$ cat src/hdl/pid_controller_step_unit_defines.svh
// Assertion macros used by the controller step unit.
`ifndef PID_CONTROLLER_STEP_UNIT_DEFINES_SVH
`define PID_CONTROLLER_STEP_UNIT_DEFINES_SVH

`ifndef SYNTH
`define PCS_ASSERT(lbl, prop) lbl: assert property (@(posedge clk) disable iff (!arst_n) \
	prop) else $error("pid step unit check failed");
`define PCS_ASSERT_ALWAYS(lbl, prop) lbl: assert property (@(posedge clk) prop) \
	else $error("pid step unit check failed");
`else
`define PCS_ASSERT(lbl, prop)
`define PCS_ASSERT_ALWAYS(lbl, prop)
`endif

`endif

$ cat src/hdl/pcs_pkg.sv
package pcs_pkg;

	localparam int DATA_W    = 32;
	localparam int GAIN_W    = 32;
	localparam int TIME_W    = 32;
	localparam int PERIOD_W  = 16;
	localparam int MAG_W     = 31;
	localparam int COUNT_W   = 16;
	localparam int CFG_IDX_W = 3;

	localparam int DEFAULT_LIMIT_INT = 100;

	localparam logic [CFG_IDX_W-1:0] REG_GAIN_P     = 3'd0;
	localparam logic [CFG_IDX_W-1:0] REG_GAIN_I     = 3'd1;
	localparam logic [CFG_IDX_W-1:0] REG_GAIN_D     = 3'd2;
	localparam logic [CFG_IDX_W-1:0] REG_PERIOD     = 3'd3;
	localparam logic [CFG_IDX_W-1:0] REG_LIMIT      = 3'd4;
	localparam logic [CFG_IDX_W-1:0] REG_SEPARATION = 3'd5;
	localparam logic [CFG_IDX_W-1:0] REG_ICLAMP     = 3'd6;
	localparam logic [CFG_IDX_W-1:0] REG_WINDOW     = 3'd7;

	typedef struct packed {
		logic start;
		logic op_div;
		logic neg;
	} pcs_ctl_t;

endpackage

$ cat src/hdl/pcs_ifs.sv
interface pcs_sample_if;
	import pcs_pkg::*;
	logic                      valid;
	logic                      ready;
	logic signed [DATA_W-1:0]  measured;
	logic signed [DATA_W-1:0]  setpoint;
	logic        [TIME_W-1:0]  time_stamp;
	modport source (output valid, measured, setpoint, time_stamp, input ready);
	modport sink (input valid, measured, setpoint, time_stamp, output ready);
endinterface

interface pcs_result_if;
	import pcs_pkg::*;
	logic                      valid;
	logic                      ready;
	logic signed [DATA_W-1:0]  drive;
	logic                      fresh;
	modport source (output valid, drive, fresh, input ready);
	modport sink (input valid, drive, fresh, output ready);
endinterface

interface pcs_cfg_if;
	import pcs_pkg::*;
	logic                  valid;
	logic                  ready;
	logic [CFG_IDX_W-1:0]  index;
	logic [DATA_W-1:0]     data;
	modport source (output valid, index, data, input ready);
	modport sink (input valid, index, data, output ready);
endinterface

$ cat src/hdl/pcs_shift_unit.sv
module pcs_shift_unit #(
	parameter int AW = 48
) (
	input  logic                             clk,
	input  logic                             arst_n,
	input  pcs_pkg::pcs_ctl_t                ctl,
	input  logic [AW-1:0]                    a_mag,
	input  logic [pcs_pkg::GAIN_W-1:0]       b_mag,
	output logic                             done,
	output logic signed [AW+pcs_pkg::GAIN_W:0] result
);
	import pcs_pkg::*;

	localparam int PW = AW + GAIN_W;
	localparam int CW = $clog2(AW + 1);

	logic              busy_q, fin_q, done_q;
	logic [CW-1:0]     cnt_q;
	logic              div_q, neg_q;
	logic [PW-1:0]     p_q;
	logic [AW-1:0]     a_q;
	logic [GAIN_W-1:0] b_q, rem_q;
	logic signed [PW:0] res_q;

	logic [AW:0]   x, y, s;
	logic          fits;
	logic [PW-1:0] mag;

	// One adder serves both: add for shift-and-add multiply, subtract for
	// restoring division.
	assign x = div_q ? {{(AW-GAIN_W){1'b0}}, rem_q, a_q[AW-1]} : {1'b0, p_q[PW-1:GAIN_W]};
	assign y = div_q ? {{(AW+1-GAIN_W){1'b0}}, b_q} : {1'b0, a_q};
	assign s = div_q ? (x - y) : (x + y);
	assign fits = !s[AW];
	assign mag = div_q ? {{(PW-AW){1'b0}}, a_q} : p_q;

	always_ff @(posedge clk or negedge arst_n) begin
		if (!arst_n) begin
			busy_q <= 1'b0;
			fin_q  <= 1'b0;
			done_q <= 1'b0;
			cnt_q  <= '0;
		end else begin
			done_q <= fin_q && !busy_q && !ctl.start;
			if (ctl.start) begin
				busy_q <= 1'b1;
				cnt_q  <= ctl.op_div ? CW'(AW) : CW'(GAIN_W);
			end else if (busy_q) begin
				cnt_q <= cnt_q - 1'b1;
				if (cnt_q == CW'(1)) begin
					busy_q <= 1'b0;
					fin_q  <= 1'b1;
				end
			end else if (fin_q) begin
				fin_q  <= 1'b0;
			end
		end
	end

	always_ff @(posedge clk) begin
		if (ctl.start) begin
			div_q <= ctl.op_div;
			neg_q <= ctl.neg;
			a_q   <= a_mag;
			b_q   <= b_mag;
			rem_q <= '0;
			p_q   <= {{AW{1'b0}}, b_mag};
		end else if (busy_q) begin
			if (div_q) begin
				a_q   <= {a_q[AW-2:0], fits};
				rem_q <= fits ? s[GAIN_W-1:0] : x[GAIN_W-1:0];
			end else begin
				p_q <= p_q[0] ? {s, p_q[GAIN_W-1:1]} : {1'b0, p_q[PW-1:1]};
			end
		end else if (fin_q) begin
			res_q <= neg_q ? -$signed({1'b0, mag}) : $signed({1'b0, mag});
		end
	end

	assign done   = done_q;
	assign result = res_q;

endmodule

$ cat src/hdl/pid_controller_step_unit.sv
// Channel  | Dir | Word carried
// ---------+-----+--------------------------------------------
// sample   | in  | measured, setpoint, time_stamp
// result   | out | drive, fresh
// cfg      | in  | index, data (register write, always ready)
//
// A held update (less than one sample period elapsed) goes straight to the output.
// A fresh update runs its multiplies and divides, more of them when the integral
// decays, on the shared shift-add/restoring-divide unit.
// The sample channel is ready only between items; a finished word waits in
// the output register while the next item is taken.
// Reset clears the controller history and loads register defaults.
`include "pid_controller_step_unit_defines.svh"

module pid_controller_step_unit #(
	parameter int FRAC_BITS = 16,
	parameter int ACC_WIDTH = 48
) (
	input logic          clk,
	input logic          arst_n,
	pcs_sample_if.sink   sample,
	pcs_result_if.source result,
	pcs_cfg_if.sink      cfg
);
	import pcs_pkg::*;

	localparam int AW = (ACC_WIDTH > 48) ? ACC_WIDTH : 48;
	localparam int PW = AW + GAIN_W;
	localparam int SW = DATA_W + 2;

	localparam logic [3:0] S_IDLE   = 4'd0;
	localparam logic [3:0] S_PREP   = 4'd1;
	localparam logic [3:0] S_CHK    = 4'd2;
	localparam logic [3:0] S_INT    = 4'd3;
	localparam logic [3:0] S_IDIV   = 4'd4;
	localparam logic [3:0] S_IMUL   = 4'd5;
	localparam logic [3:0] S_IADD   = 4'd6;
	localparam logic [3:0] S_ICLAMP = 4'd7;
	localparam logic [3:0] S_DMUL   = 4'd8;
	localparam logic [3:0] S_DDIV   = 4'd9;
	localparam logic [3:0] S_PTERM  = 4'd10;
	localparam logic [3:0] S_ITERM  = 4'd11;
	localparam logic [3:0] S_DTERM  = 4'd12;
	localparam logic [3:0] S_SUM    = 4'd13;
	localparam logic [3:0] S_OUT    = 4'd14;

	localparam logic signed [DATA_W-1:0] I32_MAX = {1'b0, {(DATA_W-1){1'b1}}};
	localparam logic signed [DATA_W-1:0] I32_MIN = {1'b1, {(DATA_W-1){1'b0}}};
	localparam logic signed [ACC_WIDTH-1:0] ACC_MAX = {1'b0, {(ACC_WIDTH-1){1'b1}}};
	localparam logic signed [ACC_WIDTH-1:0] ACC_MIN = {1'b1, {(ACC_WIDTH-1){1'b0}}};

	// Configuration registers.
	logic signed [GAIN_W-1:0] gain_p_q, gain_i_q, gain_d_q;
	logic [PERIOD_W-1:0]      period_q;
	logic [MAG_W-1:0]         limit_q, sep_q, iclamp_q;
	logic [COUNT_W-1:0]       window_q;

	// Controller history.
	logic signed [DATA_W-1:0]    prev_setpoint_q, prev_error_q, prev_drive_q;
	logic [TIME_W-1:0]           prev_time_q;
	logic signed [ACC_WIDTH-1:0] acc_q;
	logic [COUNT_W-1:0]          samples_q;

	// Working registers for one item.
	logic [3:0]               state_q;
	logic                     started_q;
	logic signed [DATA_W-1:0] meas_q, target_q, err_q, drive_res_q;
	logic [TIME_W-1:0]        now_q, elapsed_q;
	logic signed [DATA_W:0]   diff_q, deriv_q;
	logic signed [PW:0]       tmp_q;
	logic signed [SW-1:0]     sum_q;
	logic                     fresh_res_q;
	logic                     out_valid_q, out_fresh_q;
	logic signed [DATA_W-1:0] out_drive_q;

	// Shared unit hookup.
	pcs_ctl_t           eng_ctl;
	logic               eng_state, eng_done;
	logic [AW-1:0]      eng_a;
	logic [GAIN_W-1:0]  eng_b;
	logic signed [PW:0] eng_res;

	logic [PERIOD_W-1:0]         period_eff;
	logic signed [DATA_W:0]      sp_diff;
	logic signed [DATA_W-1:0]    err_sat;
	logic                        chg;
	logic [DATA_W:0]             err_abs;
	logic signed [ACC_WIDTH:0]   add_lhs, add_sum, iclamp_ext, acc_ext;
	logic signed [ACC_WIDTH-1:0] add_sat, acc_clamped;
	logic [ACC_WIDTH:0]          acc_mag;
	logic signed [DATA_W-1:0]    iop;
	logic [DATA_W-1:0]           iop_mag, gp_mag, gi_mag, gd_mag;
	logic [DATA_W:0]             diff_mag, deriv_mag;
	logic [PW:0]                 tmp_mag;
	logic signed [PW:0]          shifted;
	logic signed [DATA_W-1:0]    term32;
	logic signed [SW-1:0]        lim_ext, drive_clamped;
	logic                        acc_ok;

	assign period_eff = (period_q == '0) ? PERIOD_W'(1) : period_q;
	assign chg = (target_q != prev_setpoint_q);

	assign sp_diff = {target_q[DATA_W-1], target_q} - {meas_q[DATA_W-1], meas_q};
	always_comb begin
		if (sp_diff[DATA_W] != sp_diff[DATA_W-1]) begin
			err_sat = sp_diff[DATA_W] ? I32_MIN : I32_MAX;
		end else begin
			err_sat = sp_diff[DATA_W-1:0];
		end
	end

	assign err_abs = err_q[DATA_W-1] ? -{err_q[DATA_W-1], err_q} : {1'b0, err_q};

	// The integral adder serves both the windowed sum and the decay step.
	assign add_lhs = (state_q == S_IADD) ? tmp_q[ACC_WIDTH:0] : {acc_q[ACC_WIDTH-1], acc_q};
	assign add_sum = add_lhs + {{(ACC_WIDTH+1-DATA_W){err_q[DATA_W-1]}}, err_q};
	always_comb begin
		if (add_sum[ACC_WIDTH] != add_sum[ACC_WIDTH-1]) begin
			add_sat = add_sum[ACC_WIDTH] ? ACC_MIN : ACC_MAX;
		end else begin
			add_sat = add_sum[ACC_WIDTH-1:0];
		end
	end

	assign acc_ext    = {acc_q[ACC_WIDTH-1], acc_q};
	assign iclamp_ext = {{(ACC_WIDTH+1-MAG_W){1'b0}}, iclamp_q};
	assign acc_ok     = !(acc_ext > iclamp_ext) && !(acc_ext < -iclamp_ext);
	always_comb begin
		if (acc_ext > iclamp_ext) begin
			acc_clamped = iclamp_ext[ACC_WIDTH-1:0];
		end else if (acc_ext < -iclamp_ext) begin
			acc_clamped = ACC_WIDTH'(-iclamp_ext);
		end else begin
			acc_clamped = acc_q;
		end
	end
	assign acc_mag = acc_q[ACC_WIDTH-1] ? -acc_ext : acc_ext;

	always_comb begin
		if (acc_q[ACC_WIDTH-1:DATA_W-1] == {(ACC_WIDTH-DATA_W+1){acc_q[DATA_W-1]}}) begin
			iop = acc_q[DATA_W-1:0];
		end else begin
			iop = acc_q[ACC_WIDTH-1] ? I32_MIN : I32_MAX;
		end
	end

	assign iop_mag   = iop[DATA_W-1] ? -iop : iop;
	assign gp_mag    = gain_p_q[GAIN_W-1] ? -gain_p_q : gain_p_q;
	assign gi_mag    = gain_i_q[GAIN_W-1] ? -gain_i_q : gain_i_q;
	assign gd_mag    = gain_d_q[GAIN_W-1] ? -gain_d_q : gain_d_q;
	assign diff_mag  = diff_q[DATA_W] ? -diff_q : diff_q;
	assign deriv_mag = deriv_q[DATA_W] ? -deriv_q : deriv_q;
	assign tmp_mag   = tmp_q[PW] ? -tmp_q : tmp_q;

	always_comb begin
		eng_state   = 1'b1;
		eng_ctl.op_div = 1'b0;
		eng_ctl.neg = 1'b0;
		eng_a       = '0;
		eng_b       = '0;
		unique case (state_q)
			S_IDIV: begin
				eng_ctl.op_div = 1'b1;
				eng_a = AW'(acc_mag);
				eng_b = {{(GAIN_W-COUNT_W){1'b0}}, samples_q};
				eng_ctl.neg = acc_q[ACC_WIDTH-1];
			end
			S_IMUL: begin
				eng_a = tmp_mag[AW-1:0];
				eng_b = {{(GAIN_W-COUNT_W){1'b0}}, samples_q - 1'b1};
				eng_ctl.neg = tmp_q[PW];
			end
			S_DMUL: begin
				eng_a = {{(AW-DATA_W-1){1'b0}}, diff_mag};
				eng_b = {{(GAIN_W-PERIOD_W){1'b0}}, period_eff};
				eng_ctl.neg = diff_q[DATA_W];
			end
			S_DDIV: begin
				eng_ctl.op_div = 1'b1;
				eng_a = tmp_mag[AW-1:0];
				eng_b = elapsed_q;
				eng_ctl.neg = tmp_q[PW];
			end
			S_PTERM: begin
				eng_a = {{(AW-DATA_W){1'b0}}, err_abs[DATA_W-1:0]};
				eng_b = gp_mag;
				eng_ctl.neg = err_q[DATA_W-1] ^ gain_p_q[GAIN_W-1];
			end
			S_ITERM: begin
				eng_a = {{(AW-DATA_W){1'b0}}, iop_mag};
				eng_b = gi_mag;
				eng_ctl.neg = iop[DATA_W-1] ^ gain_i_q[GAIN_W-1];
			end
			S_DTERM: begin
				eng_a = {{(AW-DATA_W){1'b0}}, deriv_mag[DATA_W-1:0]};
				eng_b = gd_mag;
				eng_ctl.neg = deriv_q[DATA_W] ^ gain_d_q[GAIN_W-1];
			end
			default: eng_state = 1'b0;
		endcase
		eng_ctl.start = eng_state && !started_q;
	end

	pcs_shift_unit #(.AW(AW)) u_shift (
		.clk    (clk),
		.arst_n (arst_n),
		.ctl    (eng_ctl),
		.a_mag  (eng_a),
		.b_mag  (eng_b),
		.done   (eng_done),
		.result (eng_res)
	);

	// Product scaled back by the fraction bits, floor rounding, then saturated.
	assign shifted = eng_res >>> FRAC_BITS;
	always_comb begin
		if (shifted[PW:DATA_W-1] == {(PW-DATA_W+2){shifted[DATA_W-1]}}) begin
			term32 = shifted[DATA_W-1:0];
		end else begin
			term32 = shifted[PW] ? I32_MIN : I32_MAX;
		end
	end

	assign lim_ext = {{(SW-MAG_W){1'b0}}, limit_q};
	always_comb begin
		if (sum_q > lim_ext) begin
			drive_clamped = lim_ext;
		end else if (sum_q < -lim_ext) begin
			drive_clamped = -lim_ext;
		end else begin
			drive_clamped = sum_q;
		end
	end

	always_ff @(posedge clk or negedge arst_n) begin
		if (!arst_n) begin
			gain_p_q        <= '0;
			gain_i_q        <= '0;
			gain_d_q        <= '0;
			period_q        <= PERIOD_W'(1);
			limit_q         <= MAG_W'(DEFAULT_LIMIT_INT << FRAC_BITS);
			sep_q           <= '0;
			iclamp_q        <= '0;
			window_q        <= '0;
			prev_setpoint_q <= '0;
			prev_error_q    <= '0;
			prev_drive_q    <= '0;
			prev_time_q     <= '0;
			acc_q           <= '0;
			samples_q       <= '0;
			state_q         <= S_IDLE;
			started_q       <= 1'b0;
			out_valid_q     <= 1'b0;
		end else begin
			if (cfg.valid) begin
				unique case (cfg.index)
					REG_GAIN_P:     gain_p_q <= cfg.data;
					REG_GAIN_I:     gain_i_q <= cfg.data;
					REG_GAIN_D:     gain_d_q <= cfg.data;
					REG_PERIOD:     period_q <= cfg.data[PERIOD_W-1:0];
					REG_LIMIT:      limit_q  <= cfg.data[MAG_W-1:0];
					REG_SEPARATION: sep_q    <= cfg.data[MAG_W-1:0];
					REG_ICLAMP:     iclamp_q <= cfg.data[MAG_W-1:0];
					REG_WINDOW:     window_q <= cfg.data[COUNT_W-1:0];
					default: ;
				endcase
			end

			// A finished word may replace the one being taken in the same cycle.
			if (state_q == S_OUT && (!out_valid_q || result.ready)) begin
				out_valid_q <= 1'b1;
			end else if (result.ready) begin
				out_valid_q <= 1'b0;
			end

			if (eng_ctl.start) begin
				started_q <= 1'b1;
			end else if (eng_done) begin
				started_q <= 1'b0;
			end

			unique case (state_q)
				S_IDLE: begin
					if (sample.valid) begin
						state_q <= S_PREP;
					end
				end
				S_PREP: begin
					// A new target clears the integral, error and drive history even if the update is held.
					if (chg) begin
						acc_q        <= '0;
						samples_q    <= '0;
						prev_error_q <= '0;
						prev_drive_q <= '0;
					end
					state_q <= S_CHK;
				end
				S_CHK: begin
					if (elapsed_q < {{(TIME_W-PERIOD_W){1'b0}}, period_eff}) begin
						state_q <= S_OUT;
					end else if (gain_i_q != '0) begin
						state_q <= S_INT;
					end else begin
						state_q <= S_DMUL;
					end
				end
				S_INT: begin
					if (err_abs > {2'b00, sep_q}) begin
						acc_q   <= '0;
						state_q <= S_ICLAMP;
					end else if (samples_q < window_q) begin
						acc_q     <= add_sat;
						samples_q <= samples_q + 1'b1;
						state_q   <= S_ICLAMP;
					end else if (samples_q == '0) begin
						acc_q   <= '0;
						state_q <= S_ICLAMP;
					end else begin
						state_q <= S_IDIV;
					end
				end
				S_IDIV:  if (eng_done) state_q <= S_IMUL;
				S_IMUL:  if (eng_done) state_q <= S_IADD;
				S_IADD: begin
					acc_q   <= add_sat;
					state_q <= S_ICLAMP;
				end
				S_ICLAMP: begin
					acc_q   <= acc_clamped;
					state_q <= S_DMUL;
				end
				S_DMUL:  if (eng_done) state_q <= S_DDIV;
				S_DDIV:  if (eng_done) state_q <= S_PTERM;
				S_PTERM: if (eng_done) state_q <= S_ITERM;
				S_ITERM: if (eng_done) state_q <= S_DTERM;
				S_DTERM: if (eng_done) state_q <= S_SUM;
				S_SUM: begin
					prev_time_q     <= now_q;
					prev_setpoint_q <= target_q;
					prev_error_q    <= err_q;
					prev_drive_q    <= drive_clamped[DATA_W-1:0];
					state_q         <= S_OUT;
				end
				S_OUT: begin
					if (!out_valid_q || result.ready) begin
						state_q <= S_IDLE;
					end
				end
				default: state_q <= S_IDLE;
			endcase
		end
	end

	always_ff @(posedge clk) begin
		unique case (state_q) inside
			S_IDLE: begin
				meas_q   <= sample.measured;
				target_q <= sample.setpoint;
				now_q    <= sample.time_stamp;
			end
			S_PREP: begin
				err_q     <= err_sat;
				elapsed_q <= now_q - prev_time_q;
			end
			S_CHK: begin
				drive_res_q <= prev_drive_q;
				fresh_res_q <= 1'b0;
				diff_q      <= {err_q[DATA_W-1], err_q} - {prev_error_q[DATA_W-1], prev_error_q};
				sum_q       <= '0;
			end
			S_IDIV, S_IMUL, S_DMUL: begin
				if (eng_done) tmp_q <= eng_res;
			end
			S_DDIV: begin
				if (eng_done) deriv_q <= eng_res[DATA_W:0];
			end
			S_PTERM, S_ITERM, S_DTERM: begin
				if (eng_done) sum_q <= sum_q + {{(SW-DATA_W){term32[DATA_W-1]}}, term32};
			end
			S_SUM: begin
				drive_res_q <= drive_clamped[DATA_W-1:0];
				fresh_res_q <= 1'b1;
			end
			S_OUT: begin
				if (!out_valid_q || result.ready) begin
					out_drive_q <= drive_res_q;
					out_fresh_q <= fresh_res_q;
				end
			end
			default: ;
		endcase
	end

	assign sample.ready = (state_q == S_IDLE);
	assign cfg.ready    = 1'b1;
	assign result.valid = out_valid_q;
	assign result.drive = out_drive_q;
	assign result.fresh = out_fresh_q;

	`PCS_ASSERT(a_held_word_is_last_drive, $rose(result.valid) && !result.fresh |-> result.drive == prev_drive_q)
	`PCS_ASSERT(a_fresh_within_limit, result.valid && result.fresh |-> result.drive <= $signed({1'b0, limit_q}) && result.drive >= -$signed({1'b0, limit_q}))
	`PCS_ASSERT(a_integral_clamped, state_q == S_DMUL && gain_i_q != '0 |-> acc_ok)
	`PCS_ASSERT(a_unit_done_in_use, eng_done |-> eng_state && started_q)

endmodule
$ cat src/flat_wrapper.sv
// flat-port wrapper written by rule: the top's interface ports become plain ports
module pid_controller_step_unit_flat import pcs_pkg::*;
#(
	parameter int FRAC_BITS = 16,
	parameter int ACC_WIDTH = 48
)
  (clk, arst_n, sample_valid, sample_measured, sample_setpoint, sample_time_stamp, sample_ready, result_valid, result_drive, result_fresh, result_ready, cfg_valid, cfg_index, cfg_data, cfg_ready);
  pcs_sample_if sample_i ();
  pcs_result_if result_i ();
  pcs_cfg_if cfg_i ();
  input logic clk;
  input logic arst_n;
  input wire logic [$bits(sample_i.valid)-1:0] sample_valid;
  input wire logic [$bits(sample_i.measured)-1:0] sample_measured;
  input wire logic [$bits(sample_i.setpoint)-1:0] sample_setpoint;
  input wire logic [$bits(sample_i.time_stamp)-1:0] sample_time_stamp;
  output wire logic [$bits(sample_i.ready)-1:0] sample_ready;
  output wire logic [$bits(result_i.valid)-1:0] result_valid;
  output wire logic [$bits(result_i.drive)-1:0] result_drive;
  output wire logic [$bits(result_i.fresh)-1:0] result_fresh;
  input wire logic [$bits(result_i.ready)-1:0] result_ready;
  input wire logic [$bits(cfg_i.valid)-1:0] cfg_valid;
  input wire logic [$bits(cfg_i.index)-1:0] cfg_index;
  input wire logic [$bits(cfg_i.data)-1:0] cfg_data;
  output wire logic [$bits(cfg_i.ready)-1:0] cfg_ready;
  assign sample_i.valid = sample_valid;
  assign sample_i.measured = sample_measured;
  assign sample_i.setpoint = sample_setpoint;
  assign sample_i.time_stamp = sample_time_stamp;
  assign sample_ready = sample_i.ready;
  assign result_valid = result_i.valid;
  assign result_drive = result_i.drive;
  assign result_fresh = result_i.fresh;
  assign result_i.ready = result_ready;
  assign cfg_i.valid = cfg_valid;
  assign cfg_i.index = cfg_index;
  assign cfg_i.data = cfg_data;
  assign cfg_ready = cfg_i.ready;
  pid_controller_step_unit #(.FRAC_BITS(FRAC_BITS), .ACC_WIDTH(ACC_WIDTH)) u_core (.clk(clk), .arst_n(arst_n), .sample(sample_i), .result(result_i), .cfg(cfg_i));
endmodule
$ cat config.mk
export PLATFORM = sky130hd
export DESIGN_NAME = pid_controller_step_unit_flat
export DESIGN_NICKNAME = d
export VERILOG_FILES = /design/src/hdl/pcs_pkg.sv /design/src/hdl/pcs_ifs.sv /design/src/hdl/pcs_shift_unit.sv /design/src/hdl/pid_controller_step_unit.sv /design/src/flat_wrapper.sv
export VERILOG_INCLUDE_DIRS = /design/src /design/src/hdl
export SDC_FILE = /design/constraint.sdc
export NUM_CORES = 2
export LEC_CHECK = 0
export ABC_AREA = 1
export BUFFER_PORTS_ARGS = -buffer_cell sky130_fd_sc_hd__buf_2
export CAP_MARGIN = 20
export CORE_UTILIZATION = 40
export DETAILED_ROUTE_END_ITERATION = 12
export GPL_TIMING_DRIVEN = 0
export MAX_ROUTING_LAYER = met4
export SETUP_SLACK_MARGIN = 0.15
export SYNTH_ARGS = -nofsm -noshare
export SYNTH_HDL_FRONTEND = slang
export SYNTH_SLANG_ARGS = --single-unit
$ cat constraint.sdc
create_clock -name clk -period 8.3 [get_ports clk]
set_input_delay 0.415 -clock clk [delete_from_list [all_inputs] [get_ports clk]]
set_output_delay 0.415 -clock clk [all_outputs]
set_load 0.02 [all_outputs]
==> out/metrics.cfg <==
[logic_synthesis]
muxShareOfSynthArea_pct = 0.0253
synth_cells = 11000
synth_common_cells = nand2_1 (2638), inv_1 (1426), nor2_1 (1128), o21ai_0 (1007), a21oi_1 (804)
yosysTopAreaCell = edfxtp_1
syn_area_sq_um = 79000
postSynth.asyncResetShare_pct = 39.7
synth_nets = 11600
synthSimpleGateAreaFrac_pct = 26.3
synthFlopType = edfxtp_1
synth-compound-area-share_pct = 16.0
synth-xor-area-share_pct = 4.22
yosysSeqAreaShare_pct = 37.3
synth.avg_cell_area_sq_um = 7.20
post-synth-top-area-fraction_pct = 21.7
synth.most_common_cell = nand2_1
synthAdderAreaFrac_pct = 7.23
synth_edf_count = 571
synth_area_leaders = edfxtp_1 (22%), dfrtp_1 (13%), nand2_1 (13%)
synth_top_family_by_area = simple AND/OR/NAND/NOR gates
synth-seq-cells = 1079
yosysWarnings = 0
synth.distinct_cells = 83

[clocking]
cts_resized = 0
cts_made_buffers = 134
clkLatencyLatePin_ns = 0.83
cts_tree = built
numClockSinks = 1079
h-tree-depth = 4
path_clk_slew_ns = 0.06
clock_path_buffers = 3
cts_root_buffer = clkbuf_16

[die]
coreArea_sq_um = 196000
dieHeight_um = 446
fp.dieW_um = 446
ioPinCount = 172
start_util_pct = 40.4
die_area_sq_um = 199000
rows = 162

[grt]
grt_pass1_wl_mm = 534
grt_util_all_layers_pct = 38.2
grt_pass1_vias = 75500
overflow = 0
grt_max_degree = 114
grt_antenna_before_repair = 16

[route]
ant_nets = 0
drtIter0Drc = 9835
vias = 81200
drc = 0
drt_pre_antenna_iters = 8
vias_per_cell = 5.73
drt_wl_total_mm = 377
wl_per_cell_um = 26.6

[sta]
finalCritPeriodShare_pct = 84.7
setup_ws_ns = 1.27
holdWs_ns = 0.0556
finalSetupViolCount = 0
timing.slew.headroom_pct = 9.70
rsz0062_at_grt = false
slew_viol_final = 0
fin_tns_setup_ns = 0
worst_pin_slew_ns = 1.35
fmax_ghz = 0.142
timing.final.hold_violations = 0
fin_worst_skew_ns = 0.0498
min_period_ns = 7.03

[power]
combPwrFrac_pct = 59.5
clkPwrFrac_pct = 15.3
p_int_mw = 18.3
switching_share_pct = 53.8
p_switching_mw = 21.3
fin_total_pwr_mw = 39.6
seq_power_share_pct = 25.2
p_leak_nw = 40.3
ir_drop_v = 0.000394
p_per_area_nw_per_um2 = 442

[worst_setup_path]
crit_chain = nor2_2 > nand2_1 > inv_2 > clkbuf_1 > o21ai_0 > ha_1 > a21oi_1 > o21ai_0 > a21oi_1 > nand2_1 > nand3_1 > nand3_1 > nand2_1 > nand2_1 > nand2_1 > buf_2 > buf_2 > a21oi_1 > nand2_1 > nand2_1 > nand2_1 > nand2_1
cp_top_family = simple AND/OR/NAND/NOR gates
required_ns = 8.98
cp-end-kind = flop
crit_arrival_ns = 7.71
critPathMostFrequentCell = nand2_1
critical-path-max-stage-delay_ns = 0.84
crit_start = u_core.state_q[0]
worst-path-stages = 22
timing.rr.start = u_core.state_q[0]
crit_path_start_kind = flop
reg2reg_depth = 22
worstPathMaxFanout = 10
cpMaxStageDelayCell = clkbuf_1
crit_type = reg2reg
critPathBufInv = 4

[layout]
final_util_pct = 45.8
nNetsFinal = 12000
drive_gt1_share_pct = 5.61
syn_to_final_growth_pct = 13.3

[hold_path]
hold_path_class = in2reg
min_path_cells = 4
hold_path_startpoint = cfg_index[0]

[run]
drv_cap = 0

[place]
portBuffers = 170
dp_hpwl_mm = 309
dp_slack_ns = 1.61
place.gp.congestion = 1.05

[status]
status = completed

==> final timing paths <==
kind | to | slack, ns
worst max-delay path | u_core.acc_q[16] | 1.27
worst min-delay path | u_core.period_q[0] | 0.06
worst max register to register | u_core.acc_q[16] | 1.27
worst min register to register | u_core.result.drive[30] | 0.42
max in group asynchronous | u_core.sep_q[22] | 6.60
min in group asynchronous | u_core.prev_setpoint_q[18] | 0.16
==> routing by layer <==
| layer | wire length [um] | share of wire (%) | GRT usage (%) | vias to the layer above |
|---|---|---|---|---|
| li1 | - | - | - | 37600 |
| met1 | 169000 | 45 | 53.7 | 39300 |
| met5 | 0 | 0 | - | - |
| met4 | 14100 | 3.7 | 12.7 | 0 |
| met2 | 161000 | 43 | 56.1 | 3810 |
| met3 | 32500 | 8.6 | 5.53 | 555 |
==> through the flow <==
stage / area [sq um] / cells
floorplan: 79000 / 11000
global placement: 83200 / 13800
detailed placement: 83900 / 13800
CTS: 89500 / 14200
global route: 89600 / 14200
finish: 89600 / 14200
==> registers in the layout, indices dropped and copies added, names as in the netlist, 33 cells and up <==
| signal | flops |
|---|---|
| u_core.u_shift.result | 81 |
| u_core.u_shift.a_q | 48 |
| u_core.u_shift.p_q | 80 |
| u_core.acc_q | 48 |
| u_core.deriv_q | 33 |
| u_core.sum_q | 34 |
| u_core.diff_q | 33 |
| u_core.tmp_q | 50 |
==> power groups by stage <==
stage,combinational (mW),clock (mW),sequential (mW)
4_1_cts,22.9,6.14,9.88
3_5_place_dp,22.8,0,9.96
5_1_grt,25.7,6.33,10.1
6_report,23.5,6.07,9.99
2_1_floorplan,15.3,0,8.94
3_3_place_gp,22.4,0,10.1
==> cell families after synthesis <==
| kind of cell | after synthesis |
|---|---|
| and+or+nand+nor | 4949 |
| AOI/OAI and AO/OA | 2305 |
| buffers and inverters | 1809 |
| DFF | 1079 |
| adders and majority gates | 453 |
| xor gates and xnor gates | 380 |
| muxes | 2 |
| other | 1 |
==> cell type report <==
class	count	area (sq um)
multi-input combinational	8090	42600
sequential	1079	29500
clock inverter	74	787
antenna	9	22.5
buffer	352	1600
timing repair buffer	320	2690
inverter	1457	5470
clock buffer	170	3680
fill	20100	106000
tap	2624	3280
==> worst reg2reg max path: cells and delay by family, from the launching register on <==
kind	cells	cell delay, ns
AOI/OAI and AO/OA	5	1.52
adders and majority gates	1	0.47
buffers and inverters	4	1.88
and+or+nand+nor	12	2.54
DFF	1	0.48
==> layout by cell type, fill, tap and decap left out, types with 28 or more instances in the layout <==
cell,count
a31oi_1,71
o21ai_0,1006
buf_1,37
dfxtp_1,80
clkbuf_16,138
nor4_1,78
nor2_1,1122
clkbuf_1,264
edfxtp_1,571
dfrtp_1,424
o21ai_1,42
dlygate4sd3_1,114
xnor2_1,109
nand2_1,2636
xor2_1,270
o22ai_1,43
a21oi_1,803
nand3_1,576
nand4_1,163
inv_1,1426
ha_1,447
o21a_1,43
nand3b_1,28
buf_2,210
or2_2,30
nor3_1,210
o211ai_1,76
==> timing repair <==
item | 4_1_cts | 5_1_grt
setup buffers | 0 | 0
hold endpoints to repair | 196 | 0
hold buffers | 114 | 0
Note: power is estimated with default switching activity, not from simulation.
